`src/hw/rtl/assert_macros.svh`:
```
// Assertion helpers used by the RTL.
`ifndef ASSERT_MACROS_SVH
`define ASSERT_MACROS_SVH

// Checked on every rising edge outside reset.
`define SSML_ASSERT(lbl, clk, rst_n, prop, msg) \
  lbl: assert property (@(posedge clk) disable iff (!rst_n) (prop)) else $error(msg);

// Checked on every rising edge, reset included.
`define SSML_ASSERT_ALWAYS(lbl, clk, prop, msg) \
  lbl: assert property (@(posedge clk) (prop)) else $error(msg);

`endif

```
`src/hw/rtl/ssml_pkg.sv`:
```
`default_nettype none
package ssml_pkg;

  localparam int MAX_LEN     = 4095;
  localparam int VALUE_WIDTH = 32;
  localparam int IN_W        = 32;
  localparam int SUM_W       = 48;
  localparam int OUT_LEN_W   = 12;
  localparam int OUT_LEN_MAX = (1 << OUT_LEN_W) - 1;

  localparam int DEPTH   = MAX_LEN + 1;
  localparam int ADDR_W  = $clog2(DEPTH);
  localparam int FILL_W  = $clog2(DEPTH + 1);
  localparam int BEST_W  = $clog2(MAX_LEN + 2);
  localparam int ENTRY_W = SUM_W + ADDR_W;

  // power of two
  localparam int FIFO_DEPTH = 2;
  localparam int FIFO_PTR_W = $clog2(FIFO_DEPTH);

  typedef logic signed [SUM_W-1:0] sum_t;
  typedef logic [ADDR_W-1:0]       pos_t;

  // one classified word on its way from front to back
  typedef struct packed {
    sum_t sum;
    pos_t pos;
    logic last;
    logic ign;
  } fq_t;

  localparam sum_t THR_RESET = SUM_W'(1);

endpackage
`default_nettype wire

```
`src/hw/rtl/ssml_fifo.sv`:
```
`default_nettype none
// Short queue between front and back.
module ssml_fifo (
  input  wire logic           clk,
  input  wire logic           rst_n,
  input  wire logic           push,
  input  wire ssml_pkg::fq_t  din,
  output logic                full,
  input  wire logic           pop,
  output ssml_pkg::fq_t       dout,
  output logic                empty
);

  ssml_pkg::fq_t                   mem_r [ssml_pkg::FIFO_DEPTH];
  logic [ssml_pkg::FIFO_PTR_W-1:0] wp_r, wp_nxt;
  logic [ssml_pkg::FIFO_PTR_W-1:0] rp_r, rp_nxt;
  logic [ssml_pkg::FIFO_PTR_W:0]   cnt_r, cnt_nxt;

  assign full  = cnt_r == (ssml_pkg::FIFO_PTR_W+1)'(ssml_pkg::FIFO_DEPTH);
  assign empty = cnt_r == '0;
  assign dout  = mem_r[rp_r];

  always_comb begin
    wp_nxt  = push ? wp_r + 1'b1 : wp_r;
    rp_nxt  = pop ? rp_r + 1'b1 : rp_r;
    cnt_nxt = cnt_r;
    if (push && !pop) begin
      cnt_nxt = cnt_r + 1'b1;
    end else if (pop && !push) begin
      cnt_nxt = cnt_r - 1'b1;
    end
  end

  always_ff @(posedge clk) begin
    if (push) begin
      mem_r[wp_r] <= din;
    end
  end

  always_ff @(posedge clk) begin
    if (!rst_n) begin
      wp_r  <= '0;
      rp_r  <= '0;
      cnt_r <= '0;
    end else begin
      wp_r  <= wp_nxt;
      rp_r  <= rp_nxt;
      cnt_r <= cnt_nxt;
    end
  end

endmodule
`default_nettype wire

```
`config.mk`:
```
export PLATFORM = sky130hd
export DESIGN_NAME = ssml_fifo
export DESIGN_NICKNAME = d
export VERILOG_FILES = /design/src/hw/rtl/assert_macros.svh /design/src/hw/rtl/ssml_pkg.sv /design/src/hw/rtl/ssml_fifo.sv
export SDC_FILE = /design/constraint.sdc
export NUM_CORES = 1
export LEC_CHECK = 0
export ABC_AREA = 1
export BUFFER_PORTS_ARGS = -buffer_cell sky130_fd_sc_hd__buf_2
export CAP_MARGIN = 20
export CORE_MARGIN = 2
export CORE_UTILIZATION = 40
export CTS_BUF_LIST = sky130_fd_sc_hd__clkbuf_16
export CTS_CLUSTER_SIZE = 20
export DETAILED_ROUTE_END_ITERATION = 16
export MAX_ROUTING_LAYER = met4
export SYNTH_ARGS = -nofsm -noshare
export SYNTH_HDL_FRONTEND = slang
export SYNTH_SLANG_ARGS = --single-unit
```
`constraint.sdc`:
```
create_clock -name clk -period 8.5 [get_ports clk]
set_input_delay 1.7 -clock clk [delete_from_list [all_inputs] [get_ports clk]]
set_output_delay 1.7 -clock clk [all_outputs]
set_load 0.01 [all_outputs]
```
# [Word level (Yosys, flattened, before mapping)]
# Memory sizes are Yosys's and may differ from the RTL's. A register that Yosys moved wholly into a read port is not among the register bits.
# Cells that the tools add are included.
[word_totals] ram_bits=124 register_bits=4 in_bits=66 n_memories=1
[classes] n_addsub=4 n_mux=6 eq_ne=1 reduce_logical=6
[memory_table] memory="mem_r" words=2 width=62 read_ports=1 rd_ports_with_merged_regs=1 write_ports=1 line="ssml_fifo.sv:14" rtl="ssml_pkg::fq_t mem_r [ssml_pkg::FIFO_DEPTH];"
[ops] cell="$mux 1" n=4
[ops] cell="$mux 2" n=2
[ops] cell="$add 1x1->1 const B" n=2
[ops] cell="$add 2x1->2 const B" n=1
[ops] cell="$eq 2x2->1 const B" n=1
[ops] cell="$logic_and 1x1->1" n=2
[ops] cell="$logic_not 1->1" n=2
[ops] cell="$logic_not 2->1" n=1
[ops] cell="$reduce_bool 2->1" n=1
[ops] cell="$sub 2x1->2 const B" n=1

# [Depth between registers and ports, before layout]
[logic_depth] depth_word=4 ltp_mapped=8 depth_no_buf=8

# [Worst setup path before layout]
# No wires, ideal clock.
[synth_path] kind="input -> register" start="in push" end="mem mem_r[0][0] (netlist name) (enable)" setup_time_ns=0.484 t_arrival_ns=4.341 path_stages=2 setup_slack_ns=3.676 path_cell_list="inv_1 > nor2_1"
[synth_between] elab_chain_cells=2
[synth_rtl] element="start, declared" line="ssml_fifo.sv:6" rtl="input wire logic push,"
[synth_rtl] element="$mux 1" line="ssml_fifo.sv:35" rtl="if (push) begin"
[synth_rtl] element="$mux 1 (not written as such)" line="ssml_fifo.sv:36" rtl="mem_r[wp_r] <= din;"
[synth_rtl] element="end, declared" line="ssml_fifo.sv:14"
# Every way passes these cells.

==> impl_metrics.prom <==
# TYPE chip_impl_metric gauge
chip_impl_metric{name="dr_total_vias",unit=""} 2451
chip_impl_metric{name="worst_ep_arrival_time",unit="ns"} 2.30
chip_impl_metric{name="drcViolationCount",unit=""} 0
chip_impl_info{name="rsz0062_at_grt",value="no"} 1
chip_impl_metric{name="grt_pass1_wl",unit="µm"} 12670
chip_impl_metric{name="final-max-slew-violation-count",unit=""} 0
chip_impl_metric{name="globalRoute.totalOverflow",unit=""} 0
chip_impl_metric{name="timing.slew.headroom",unit="%"} 55.51
chip_impl_info{name="crit_path_start_kind",value="register"} 1
chip_impl_info{name="clock-root-buffer",value="sky130_fd_sc_hd__clkbuf_16"} 1
chip_impl_info{name="synth_common_cells",value="124 x sky130_fd_sc_hd__edfxtp_1, 60 x sky130_fd_sc_hd__mux2_4, 9 x sky130_fd_sc_hd__nor2_1"} 1
chip_impl_metric{name="post_synthesis_register_bit_count",unit=""} 129
chip_impl_metric{name="clock_latency_late_sink",unit="ns"} 0.40
chip_impl_metric{name="antenna_violating_nets_post_route",unit=""} 0
chip_impl_metric{name="power.leakage",unit="µW"} 0.002567
chip_impl_metric{name="layout-drive-gt1-share",unit="%"} 57.29
chip_impl_metric{name="cellPowerDensity",unit="mW/mm²"} 245.2
chip_impl_metric{name="layout-area-overhead-vs-synth",unit="%"} 25.84
chip_impl_metric{name="max_freq",unit="GHz"} 0.2498
chip_impl_metric{name="placeableCoreArea",unit="mm²"} 0.01211
chip_impl_metric{name="final_util",unit="%"} 52.01
chip_impl_metric{name="detail_route.wl_per_cell",unit="µm"} 15.22
chip_impl_metric{name="final_design_area_no_fill",unit="mm²"} 0.006300
chip_impl_metric{name="worst_margin_slew",unit="ns"} 0.6674
chip_impl_metric{name="h-tree-depth",unit=""} 4
chip_impl_info{name="tritoncts",value="yes"} 1
chip_impl_metric{name="hold_slack",unit="ns"} 0.5107
chip_impl_metric{name="synth.yosys.warnings",unit=""} 0
chip_impl_metric{name="initialDrtViolationCount",unit=""} 124
chip_impl_metric{name="synth-edff-count",unit=""} 124
chip_impl_metric{name="cts_setup_buffers",unit=""} 0
chip_impl_metric{name="maximum_capacitance_violations",unit=""} 0
chip_impl_metric{name="timing.final.hold_violations",unit=""} 0
chip_impl_metric{name="synth_seq_area_share",unit="%"} 76.38
chip_impl_metric{name="std_cell_rows",unit=""} 40
chip_impl_metric{name="worst_ir_drop_vdd",unit="µV"} 174.6
chip_impl_metric{name="cts_made_buffers",unit=""} 17
chip_impl_metric{name="placed_area",unit="mm²"} 0.005764
chip_impl_metric{name="antenna_found_initial",unit=""} 0
chip_impl_metric{name="finalNetCount",unit=""} 439
chip_impl_info{name="run_status",value="finished clean"} 1
chip_impl_metric{name="top_level_ports",unit=""} 130
chip_impl_metric{name="chipHeight",unit="µm"} 115.9
chip_impl_metric{name="post_cts.resized_instances",unit=""} 0
chip_impl_metric{name="final.setup.tns",unit="ns"} 0
chip_impl_metric{name="syn_inst",unit=""} 228
chip_impl_metric{name="cts_hold_buf",unit=""} 0
chip_impl_metric{name="fin_skew",unit="ns"} 0.005113
chip_impl_metric{name="finalWirelength",unit="µm"} 8404
chip_impl_metric{name="dp_cells",unit=""} 521
chip_impl_metric{name="syn_area",unit="mm²"} 0.005006
chip_impl_metric{name="grt_max_degree",unit=""} 49
chip_impl_metric{name="postSynth.asyncResetShare",unit="%"} 0
chip_impl_info{name="post-synth-top-count-cell",value="sky130_fd_sc_hd__edfxtp_1"} 1
chip_impl_metric{name="tritoncts_num_sinks",unit=""} 129
chip_impl_info{name="synthDominantAreaCellType",value="sky130_fd_sc_hd__edfxtp_1"} 1
chip_impl_metric{name="diodes_inserted",unit=""} 0
chip_impl_metric{name="final_period_minus_worst_setup_slack",unit="ns"} 4.003
chip_impl_metric{name="multi_input_area",unit="mm²"} 0.001028
chip_impl_info{name="critPathKind",value="reg -> out"} 1
chip_impl_metric{name="cts.clk_slew.worst_paths",unit="ns"} 0.05
chip_impl_metric{name="track_usage",unit="%"} 13.62
chip_impl_metric{name="placement.io_buffers",unit=""} 129
chip_impl_metric{name="setup.reg_to_reg.worst_slack",unit="ns"} 6.72
chip_impl_metric{name="post-dp-hpwl",unit="µm"} 5374
chip_impl_metric{name="route.detailed.vias_per_inst",unit=""} 4.440
chip_impl_metric{name="critical_path_required",unit="ns"} 6.80
chip_impl_metric{name="syn-num-nets",unit=""} 295
chip_impl_metric{name="netlist.area_leader.share",unit="%"} 74.38
chip_impl_info{name="setup.worst_path.end_class",value="primary output"} 1
chip_impl_metric{name="detail_route.first_pass.iterations",unit=""} 4
chip_impl_info{name="synth-main-ff-cell",value="sky130_fd_sc_hd__edfxtp_1"} 1
chip_impl_metric{name="yosys.cell_types.count",unit=""} 14
chip_impl_metric{name="fill_cells",unit=""} 1032
chip_impl_info{name="timing.hold.worst.class",value="reg -> reg"} 1
chip_impl_metric{name="gp_congestion",unit=""} 0.7262
chip_impl_metric{name="setup-violations-final",unit=""} 0
chip_impl_metric{name="dieArea",unit="mm²"} 0.01343
chip_impl_metric{name="post_synth.cell_area_avg",unit="µm²"} 21.96
chip_impl_metric{name="stdcell_count",unit=""} 552
chip_impl_metric{name="fin_crit_sh",unit="%"} 47.09
chip_impl_metric{name="first_global_vias",unit=""} 2504
chip_impl_metric{name="seq_area",unit="mm²"} 0.003827
chip_impl_metric{name="cts.path.max_buffers",unit=""} 2
chip_impl_metric{name="worstPathMaxFanout",unit=""} 33
chip_impl_metric{name="initial_core_util",unit="%"} 41.33
chip_impl_info{name="ys_top_cells_by_area",value="sky130_fd_sc_hd__edfxtp_1 74%, sky130_fd_sc_hd__mux2_4 18%, sky130_fd_sc_hd__buf_12 2.4%"} 1
chip_impl_metric{name="die_x",unit="µm"} 115.9
==> final timing paths <==
check,endpoint,cells after the start,startpoint
worst max register to register,mem_r[0][15],2,wp_r
worst max-delay path,dout[41],3,register
worst min register to register,register,2,rp_r
worst min-delay path,register,2,rp_r
==> cell type report <==
class	instances	area share (%)
timing repair buffer	132	10.61
clock buffer	17	6.753
inverter	8	0.4767
clock inverter	14	1.748
sequential	129	60.75
multi-input combinational	84	16.33
tap	168	3.337
==> cells by family after synthesis <==
family | after synthesis | synth area share (%)
AND/OR/NAND/NOR | 19 | 1.500
adder cells (fa/ha/maj) | 1 | 0.2499
buffers and inverters | 15 | 3.224
flip-flops | 129 | 76.38
multiplexers | 62 | 18.45
AO/OA/AOI/OAI | 2 | 0.1998
==> sequential cells by signal (all words and copies together) (netlist names), named ones only <==
name / flops
mem_r: 124
rp_r: 1
cnt_r: 2
wp_r: 1
==> power breakdown <==
part           switching [µW]  internal [µW]  total, µW
Clock                     236            418        653
Combinational            66.6           73.7        140
Sequential               14.4            736        751
==> metrics by stage <==
stage          total power, µW  setup WS (ns)
2_1_floorplan            855.6          3.676
3_3_place_gp             902.5          4.864
3_5_place_dp             907.2          4.841
4_1_cts                   1568          4.400
5_1_grt                   1608          4.314
6_report                  1544          4.497
==> critical path, stage by stage, from the launching register on <==
cell                      delay (ns)
sky130_fd_sc_hd__dfxtp_4        0.70
sky130_fd_sc_hd__buf_4          0.64
sky130_fd_sc_hd__mux2_2         0.40
sky130_fd_sc_hd__buf_2          0.14
==> metal layers <==
layer	GRT usage, %	up-vias	wire, µm
met1	15.92	1193	3626
met4	4.762	0	65
met3	6.381	7	531
met2	20.78	83	4180
li1	-	1168	-
met5	-	-	0
==> cells in the final DEF (no fill, tap or decap) <==
cell type	instances
sky130_fd_sc_hd__buf_2	129
sky130_fd_sc_hd__edfxtp_1	124
sky130_fd_sc_hd__mux2_4	60
sky130_fd_sc_hd__clkbuf_16	17
sky130_fd_sc_hd__inv_1	12
sky130_fd_sc_hd__nor2_1	8
sky130_fd_sc_hd__nand2_1	8
sky130_fd_sc_hd__clkinv_2	4
sky130_fd_sc_hd__dfxtp_1	4
sky130_fd_sc_hd__clkinv_1	3
sky130_fd_sc_hd__buf_4	3
sky130_fd_sc_hd__mux2_2	2
sky130_fd_sc_hd__bufinv_16	2
sky130_fd_sc_hd__inv_2	1
sky130_fd_sc_hd__nor2_4	1
sky130_fd_sc_hd__o21ai_0	1
sky130_fd_sc_hd__a21oi_1	1
sky130_fd_sc_hd__nand3_1	1
sky130_fd_sc_hd__nand4_1	1
sky130_fd_sc_hd__ha_1	1
sky130_fd_sc_hd__dfxtp_4	1
No activity file was read; power rests on OpenSTA's default activity.
