`config.mk`:
```
export PLATFORM = sky130hd
export DESIGN_NAME = ssml_front_flat
export DESIGN_NICKNAME = d
export VERILOG_FILES = /design/src/hw/rtl/assert_macros.svh /design/src/hw/rtl/ssml_pkg.sv /design/src/hw/rtl/ssml_in_if.sv /design/src/hw/rtl/ssml_front.sv /design/src/flat_wrapper.sv
export SDC_FILE = /design/constraint.sdc
export NUM_CORES = 1
export LEC_CHECK = 0
export ABC_AREA = 1
export BUFFER_PORTS_ARGS = -buffer_cell sky130_fd_sc_hd__buf_2
export CORE_MARGIN = 2
export CORE_UTILIZATION = 35
export DETAILED_ROUTE_END_ITERATION = 6
export GPL_TIMING_DRIVEN = 0
export PLACE_DENSITY = 0.56
export SYNTH_ARGS = -nofsm -noshare
export SYNTH_HDL_FRONTEND = slang
export SYNTH_SLANG_ARGS = --single-unit
```
`constraint.sdc`:
```
create_clock -name clk -period 4.8 [get_ports clk]
set_input_delay 1.2 -clock clk [delete_from_list [all_inputs] [get_ports clk]]
set_output_delay 1.2 -clock clk [all_outputs]
set_load 0.005 [all_outputs]
```
`src/hw/rtl/assert_macros.svh`:
```
// Assertion helpers used by the RTL.
`ifndef ASSERT_MACROS_SVH
`define ASSERT_MACROS_SVH

// Checked on every rising edge outside reset.
`define SSML_ASSERT(lbl, clk, rst_n, prop, msg) \
  lbl: assert property (@(posedge clk) disable iff (!rst_n) (prop)) else $error(msg);

// Checked on every rising edge, reset included.
`define SSML_ASSERT_ALWAYS(lbl, clk, prop, msg) \
  lbl: assert property (@(posedge clk) (prop)) else $error(msg);

`endif

```
`src/hw/rtl/ssml_pkg.sv`:
```
`default_nettype none
package ssml_pkg;

  localparam int MAX_LEN     = 4095;
  localparam int VALUE_WIDTH = 32;
  localparam int IN_W        = 32;
  localparam int SUM_W       = 48;
  localparam int OUT_LEN_W   = 12;
  localparam int OUT_LEN_MAX = (1 << OUT_LEN_W) - 1;

  localparam int DEPTH   = MAX_LEN + 1;
  localparam int ADDR_W  = $clog2(DEPTH);
  localparam int FILL_W  = $clog2(DEPTH + 1);
  localparam int BEST_W  = $clog2(MAX_LEN + 2);
  localparam int ENTRY_W = SUM_W + ADDR_W;

  // power of two
  localparam int FIFO_DEPTH = 2;
  localparam int FIFO_PTR_W = $clog2(FIFO_DEPTH);

  typedef logic signed [SUM_W-1:0] sum_t;
  typedef logic [ADDR_W-1:0]       pos_t;

  // one classified word on its way from front to back
  typedef struct packed {
    sum_t sum;
    pos_t pos;
    logic last;
    logic ign;
  } fq_t;

  localparam sum_t THR_RESET = SUM_W'(1);

endpackage
`default_nettype wire

```
`src/hw/rtl/ssml_in_if.sv`:
```
`default_nettype none
interface ssml_in_if;
  logic                      valid;
  logic                      ready;
  logic [ssml_pkg::IN_W-1:0] value;
  logic                      last_item;

  modport source(output valid, value, last_item, input ready);
  modport sink(input valid, value, last_item, output ready);
endinterface
`default_nettype wire

```
`src/hw/rtl/ssml_front.sv`:
```
`default_nettype none
// Prefix sum, position count and overflow classification per word.
module ssml_front (
  input  wire logic        clk,
  input  wire logic        rst_n,
  ssml_in_if.sink          in_s,
  input  wire logic        q_full,
  output logic             q_push,
  output ssml_pkg::fq_t    q_data
);

  ssml_pkg::sum_t prefix_r, prefix_nxt;
  ssml_pkg::pos_t pos_r, pos_nxt;
  ssml_pkg::sum_t val_ext;
  ssml_pkg::sum_t cur_sum;
  ssml_pkg::pos_t pos_inc;
  logic           ign;

  assign in_s.ready = !q_full;
  assign q_push     = in_s.valid && !q_full;

  assign val_ext = ssml_pkg::SUM_W'(signed'(in_s.value[ssml_pkg::VALUE_WIDTH-1:0]));
  assign cur_sum = prefix_r + val_ext;
  assign pos_inc = pos_r + ssml_pkg::pos_t'(1);
  // sequence already holds the maximum count: drop the value
  assign ign     = pos_r >= ssml_pkg::pos_t'(ssml_pkg::MAX_LEN);

  always_comb begin
    q_data.sum  = ign ? prefix_r : cur_sum;
    q_data.pos  = ign ? pos_r : pos_inc;
    q_data.last = in_s.last_item;
    q_data.ign  = ign;
  end

  always_comb begin
    prefix_nxt = prefix_r;
    pos_nxt    = pos_r;
    if (q_push) begin
      if (in_s.last_item) begin
        prefix_nxt = '0;
        pos_nxt    = '0;
      end else if (!ign) begin
        prefix_nxt = cur_sum;
        pos_nxt    = pos_inc;
      end
    end
  end

  always_ff @(posedge clk) begin
    if (!rst_n) begin
      prefix_r <= '0;
      pos_r    <= '0;
    end else begin
      prefix_r <= prefix_nxt;
      pos_r    <= pos_nxt;
    end
  end

endmodule
`default_nettype wire

```
`src/flat_wrapper.sv`:
```
// flat-port wrapper written by rule: the top's interface ports become plain ports
module ssml_front_flat 
  (clk, rst_n, q_full, q_push, q_data, in_s_valid, in_s_value, in_s_last_item, in_s_ready);
  ssml_in_if in_s_i ();
  input  wire logic clk;
  input  wire logic rst_n;
  input  wire logic q_full;
  output logic q_push;
  output ssml_pkg::fq_t q_data;
  input wire logic [$bits(in_s_i.valid)-1:0] in_s_valid;
  input wire logic [$bits(in_s_i.value)-1:0] in_s_value;
  input wire logic [$bits(in_s_i.last_item)-1:0] in_s_last_item;
  output wire logic [$bits(in_s_i.ready)-1:0] in_s_ready;
  assign in_s_i.valid = in_s_valid;
  assign in_s_i.value = in_s_value;
  assign in_s_i.last_item = in_s_last_item;
  assign in_s_ready = in_s_i.ready;
  ssml_front u_core (.clk(clk), .rst_n(rst_n), .in_s(in_s_i), .q_full(q_full), .q_push(q_push), .q_data(q_data));
endmodule
```
======== Yosys cells after proc, flatten, opt, wreduce, memory -nomap -nowiden ========
Index checks and enable logic that the tools add are counted.
storage, ports and cells
  register bits after elaboration ......... 60
  input port bits ......................... 37
  output and inout bits ................... 64
  word-level logic and storage cells ...... 11
operators by class
  add/subtract/negate cells ............... 2
  magnitude comparators ................... 1
  muxes and demuxes ....................... 4
  reductions and logical operators ........ 2
operator list
  cell                                                              count
  48-bit 2-to-1 mux                                                 2
  48-bit by 32-bit adder with 48-bit output                         1
  12-bit 2-to-1 mux                                                 2
  12-bit by 1-bit adder with 12-bit output (second input constant)  1
  12-bit >= comparator (second input constant)                      1
  1-bit logical AND                                                 1
  1-bit zero test                                                   1

======== Depth between registers and ports, before layout ========
Gate-level depths: netlist of run 1.
  word-level depth ........................ 3
  mapped depth ............................ 16
  gate-level depth less buffers ........... 16

======== Least setup slack after synthesis of run 1 ========
Ideal clock, no wire load.
  path type ............................... input to output
  start ................................... input in_s_value[0]
  end ..................................... output q_data[46] (netlist bit)
  arrival time ............................ 2,784 ps
  required time ........................... 3,600 ps
  setup slack ............................. 816 ps
  cell stages on the path ................. 13
  buffers on the path ..................... 0
  cells stage by stage .................... ha_1 > fa_1 > nand3_1 > nand3_1 > nand2_1 > nand2_1 > nand2_1 > nand3_1 > nand2_1 > nand2_1 > nand2_1 > nand3_1 > and2_1
RTL lines
  element      RTL line            text
  from (decl)  flat_wrapper.sv:11  input wire logic [$bits(in_s_i.value)-1:0] in_s_value;
  to (decl)    flat_wrapper.sv:9   output ssml_pkg::fq_t q_data;

==> results of run 1 <==
-- logic make-up (layout without fill, tap and decap cells) --
kind of cell | after synthesis | after routing | synth area share [%]
AND/OR/NAND/NOR | 814 | 814 | 47.1
buffers and inverters | 276 | 392 | 14.9
AO/OA/AOI/OAI | 121 | 121 | 9.36
flip-flops | 60 | 60 | 16.6
adder cells (fa/ha/maj) | 49 | 49 | 8.58
XOR/XNOR | 25 | 25 | 3.03
multiplexers | 3 | 3 | 0.415
-- layout by cell type (no fill, tap or decap), types with 2 or more instances in the layout --
master / instances
or2_2: 6
buf_4: 2
clkinv_2: 2
a21boi_0: 2
or2_0: 17
inv_2: 2
a21oi_2: 4
buf_8: 2
clkinvlp_4: 3
clkbuf_16: 9
o21bai_1: 2
clkinv_4: 2
nand3_1: 90
nand2_2: 14
nand3b_1: 2
clkbuf_1: 22
and2_1: 19
mux2i_1: 3
buf_2: 104
inv_1: 243
dfxtp_1: 60
o21ai_0: 7
nor3_1: 9
nand2_1: 534
nor4_1: 2
nand3_2: 4
xor2_1: 5
ha_1: 48
nand4_1: 11
o21ai_2: 11
xnor2_1: 20
nor2_1: 102
a21oi_1: 93
-- per-stage QoR --
stage	cells	hold slack [ns]	setup WS, ns
floorplan	1348	0.457	0.816
global placement	1718	0.471	-0.0602
detailed placement	1718	0.475	-0.0750
CTS	1734	0.484	0.0794
global route	1734	0.501	0.0246
finish	1734	0.481	0.192
-- worst max path at each step --
stage | from | slack [ns] | end | depth (start not counted)
floorplan | in_s_value[0] | 0.82 | q_data[46] | 13
finish | in_s_value[0] | 0.19 | q_data[54] | 15
detailed placement | in_s_value[0] | -0.08 | q_data[54] | 15
CTS | in_s_value[0] | 0.08 | q_data[54] | 15
global placement | in_s_value[0] | -0.06 | q_data[54] | 15
global route | in_s_value[0] | 0.02 | q_data[54] | 15
-- layout make-up --
type / count / area [µm²]
Clock buffer: 10 / 229
Timing Repair Buffer: 100 / 500
Inverter: 247 / 932
Multi-Input combinational cell: 1012 / 4970
Sequential cell: 60 / 1200
Tap cell: 270 / 338
Fill cell: 2360 / 11900
Buffer: 29 / 144
Clock inverter: 6 / 41.3
-- worst max-delay path, delay by kind of cell --
family | cells | cell delay [ns]
buf+inv | 2 | 0.22
simple gates | 11 | 1.31
fa+ha+maj | 2 | 0.68
-- what timing repair did --
action	4_1_cts	5_1_grt
cloned	0	0
gates resized for setup	1	2
endpoints found under the hold margin	0	0
setup endpoints to repair	2	4
-- power breakdown --
part,leakage (nW),internal (mW),switching (mW)
logic,3.96,0.174,0.299
registers,0.486,0.513,0.0123
clock network,0.124,0.348,0.277
total,4.57,1.04,0.589
-- Yosys cell counts --
library cell and number:
inv_2 2, clkbuf_1 21, ha_1 48, buf_2 4, nor3_4 1, nor2_2 1
nand4_1 11, nand3_4 1, clkinv_1 1, nor2_1 102, a21oi_2 4, o21ai_0 7
or2_2 6, inv_1 243, a21oi_1 93, nand3_1 92, buf_4 2, o21ai_2 11
nor3_1 9, nand3_2 2, a21boi_0 2, mux2i_1 3, nor4_1 2, xor2_1 5
xnor2_1 20, a21o_1 1, clkinv_4 1, and2_1 19, dfxtp_1 60, o21a_1 1
o21bai_1 2, nand2_2 14, nand2_1 534, fa_1 1, or2_0 17, nor2_4 1
buf_8 2, nand3b_1 2
-- state kept, by name, indices dropped and copies added (netlist names) --
signal and flops:
u_core.pos_r 12, u_core.prefix_r 48
-- metal layers --
layer	vias up	part of all wire (%)
li1	4351	-
met1	3568	49
met2	210	43
met3	32	5.7
met4	0	1.9
met5	-	0
==> impl_metrics.ini, run 1 <==
[layout]
syn_to_final_growth_pct = 15.5
layout.nets = 1545
design_area_um2 = 8360
drive_above_1_share_pct = 11.6
final_util_pct = 41.3
diodes = 0

[placement]
placed_cell_area_um2 = 8070
portBuffers = 100
detailed_place_hpwl_um = 20500
gp_congestion = 0.961

[worst_setup_path]
slowest_delay_ns = 0.42
cp-start-kind = input port
r2r_setup_slack_ns = 2.37
ff2ff_path_depth = 14
cp_common_cell = nand2_1
required_ns = 3.60
crit_slowest_cell = fa_2
crit_fanout = 4
setup.worst_path.end_class = primary output
r2r_end = u_core.prefix_r[40]
critPathKind = input port to primary output
worstPathCellList = buf_2 > ha_1 > fa_2 > nand3_1 > nand3_2 > nand2_1 > nand2_1 > nand2_1 > nand3_2 > nand2_1 > nand2_1 > nand2_1 > nand3_1 > and2_1 > buf_2
r2r-start = u_core.prefix_r[0]
cp.arrival_ns = 3.41

[timing]
min_period_ns = 4.61
timing.setup.tns_ns = 0
finClkSkew_ns = 0.00663
tightestPinTransition_ns = 0.708
rsz0062_at_grt = false
final_max_slew_viol_count = 0
setup_viol = 0
max_freq_ghz = 0.217
slew_headroom_pct = 52.8
fin_crit_sh_pct = 96.0
hold_viol_final = 0

[global_routing]
grt.met3_usage_pct = 2.90
grt_util_met1_pct = 32.6
grt_use_total_pct = 22.9
antenna_found_initial = 1
grt_remaining_overflow = 0
grt_use_met2_pct = 36.1
grt_max_degree = 18
busiest_layer = met2
grt_pass1_wl_um = 38800
grt_pass1_vias = 7365

[floorplan]
fp.dieArea_um2 = 21800
die_x_um = 148
core_um2 = 20200
initial_utilization_pct = 35.8
pin_count = 101
rows = 52
die_h_um = 148

[detailed_routing]
drt_iter0_drc = 532
drtAntennaViolNets = 0
vias = 8161
vias_per_cell = 4.71
wl_um = 24800
firstDrtPassIters = 6
wl_per_cell_um = 14.3
drc = 0

[logic_synthesis]
synth_top_cell_area_share_pct = 27.7
syn_area_per_cell_um2 = 5.37
ys.warnings.count = 0
yosysTopAreaCell = nand2_1
syn-instance-count = 1348
synth_nets = 1434
ys_types = 38
syn_area_um2 = 7230
ys_seq_elements = 60
synthTopCellsByArea = nand2_1, dfxtp_1, inv_1
seq_area_frac_synth_pct = 16.6

[power]
p_leak_nw = 4.57
report.power.total_mw = 1.62
powerDensity_nw_per_um2 = 194
max-vdd-ir-drop_mv = 0.172

[clocking]
cts.clk_slew.worst_paths_ns = 0.06
clock_latency_ns = 0.35
cts_tree = built
numCtsBuffers = 9
ctsHoldBuffers = 0
cts_setup_buffers = 0
cts_max_path_buffers = 2
h-tree-depth = 3
cts.sinks = 60
root_buffer = clkbuf_16

[hold_path]
hold_path.startpoint = u_core.prefix_r[40]
min_delay_path_depth = 2
hold_path_end = u_core.prefix_r[40]
min_path_type = register to register

[flow_run]
cap_violations = 0

[run_status]
status = completed
Power figures use the tool's default switching activity.
==> run 2, diff against run 1 <==
- SETUP_SLACK_MARGIN: unset -> 0.3
- SKIP_LAST_GASP: unset -> 1
- clock period: 4.8 -> 5.97 ns (I/O delays scaled with it)
==> run 2 against run 1 <==
Sequential share of layout area barely moved. Core utilization barely moved. Die area did not move. Power fell by 20%. Sequential power fell by 20%. Clock-buffer cell count did not move. First-iteration DRC count rose by 3.0%. Global-route usage barely moved. Sequential cell count did not move. Critical path type unchanged. Critical endpoint unchanged. Largest cell class unchanged.
==> impl_metrics.ini, run 2 (synthesis results as in run 1) <==
[floorplan]
fp.dieArea_um2 = 21800
die_h_um = 148
pin_count = 101
initial_utilization_pct = 35.8
core_um2 = 20200
rows = 52
die_x_um = 148

[global_routing]
grt_pass1_wl_um = 38800
grt_use_total_pct = 22.8
antenna_found_initial = 1
grt_pass1_vias = 7355
grt_remaining_overflow = 0
grt_max_degree = 18

[detailed_routing]
drt_iter0_drc = 548
firstDrtPassIters = 5
wl_per_cell_um = 14.3
wl_um = 24800
vias = 8176
drtAntennaViolNets = 0
drc = 0
vias_per_cell = 4.72

[clocking]
numCtsBuffers = 9
cts_setup_buffers = 0
cts_tree = built
clock_latency_ns = 0.35
cts_max_path_buffers = 2
root_buffer = clkbuf_16
h-tree-depth = 3
ctsHoldBuffers = 0
cts.sinks = 60
cts.clk_slew.worst_paths_ns = 0.06

[layout]
syn_to_final_growth_pct = 15.4
regMostFlops = u_core.prefix_r
mostFrequentLayoutCell = nand2_1
reg.largest.list = u_core.prefix_r: 48 flops, u_core.pos_r: 12 flops
diodes = 0
largest_register_ffs = 48
layout.nets = 1545
final_util_pct = 41.3
drive_above_1_share_pct = 11.5
final_cell_mix = nand2_1, inv_1, buf_2
fillers = 2360

[placement]
pre_cts_ws_ns = 0.510
detailed_place_hpwl_um = 20500
gp_congestion = 0.961
portBuffers = 100

[timing]
slew_headroom_pct = 52.5
timing.setup.tns_ns = 0
min_period_ns = 5.35
max_freq_ghz = 0.187
hold_viol_final = 0
setup_viol = 0
finClkSkew_ns = 0.00622
rsz0062_at_grt = false
fin_crit_sh_pct = 89.6
tightestPinTransition_ns = 0.713
setup_slack_ns = 0.619
final_max_slew_viol_count = 0

[power]
p_leak_nw = 4.56
max-vdd-ir-drop_mv = 0.139
powerDensity_nw_per_um2 = 156

[worst_setup_path]
cp_common_cell = nand2_1
worstPathCellList = buf_2 > ha_1 > fa_1 > nand3_1 > nand3_1 > nand2_1 > nand2_1 > nand2_1 > nand3_2 > nand2_1 > nand2_1 > nand2_1 > nand3_1 > and2_1 > buf_2
crit_fanout = 4
r2r-start = u_core.prefix_r[0]
cp.arrival_ns = 3.86
cp-start-kind = input port
cp-startpoint = in_s_value[0]
critPathTopFamily = simple AND/OR/NAND/NOR gates
setup.worst_path.end_class = primary output
required_ns = 4.48
critPathKind = input port to primary output
slowest_delay_ns = 0.49
crit_slowest_cell = fa_1
crit_buf_inv = 2

[flow_run]
cap_violations = 0

[run_status]
status = completed

[hold_path]
min_path_type = register to register
hold_path.startpoint = u_core.prefix_r[40]
## run 2: worst paths after layout
| check | slack (ns) | cells past startpoint | end |
|---|---|---|---|
| setup / recovery | 0.62 | 15 | q_data[54] |
| hold / removal | 0.48 | 2 | u_core.prefix_r[40] |
| setup reg to reg | 3.34 | 11 | u_core.prefix_r[20] |
| hold reg to reg | 0.48 | 2 | u_core.prefix_r[40] |
## run 2: per-layer routing
| metal | part of all wire, % | global-route usage (%) |
|---|---|---|
| met1 | 50 | 32.6 |
| met5 | 0 | 0 |
| met4 | 1.9 | 6.63 |
| met3 | 5.1 | 2.90 |
| met2 | 43 | 36.0 |
## run 2: area by class of cell
cell class | count | area, µm² | share of cell area [%]
Timing Repair Buffer | 100 | 500 | 6.00
Clock buffer | 10 | 229 | 2.74
Buffer | 29 | 144 | 1.72
Clock inverter | 6 | 41.3 | 0.495
Sequential cell | 60 | 1200 | 14.4
Multi-Input combinational cell | 1012 | 4960 | 59.4
Tap cell | 270 | 338 | 4.05
Inverter | 247 | 932 | 11.2
## run 2: repair_timing
item | 4_1_cts | 5_1_grt
endpoints found under the setup margin | 0 | 2
gates resized for setup | 0 | 1
endpoints found under the hold margin | 0 | 0
## run 2: power breakdown
| part | internal, mW | switching (mW) |
|---|---|---|
| Combinational | 0.140 | 0.240 |
| Sequential | 0.413 | 0.00987 |
| Clock | 0.280 | 0.223 |
| Total | 0.832 | 0.473 |
## run 2: worst register-to-register path, delay by kind of cell (launching register included)
kind,cells,cell delay (ns)
adders and majority gates,2,0.74
DFF,1,0.32
and+or+nand+nor,8,1.38
AOI/OAI and AO/OA,1,0.06
## run 2: per-stage QoR
| step | total power, mW | hold WS (ns) | cell area, µm² | std cells |
|---|---|---|---|---|
| 2_1_floorplan | 0.674 | 0.457 | 7230 | 1348 |
| 3_3_place_gp | 0.808 | 0.471 | 8070 | 1718 |
| 3_5_place_dp | 0.810 | 0.475 | 8070 | 1718 |
| 4_1_cts | 1.32 | 0.484 | 8340 | 1734 |
| 5_1_grt | 1.38 | 0.501 | 8350 | 1734 |
| 6_report | 1.31 | 0.481 | 8350 | 1734 |
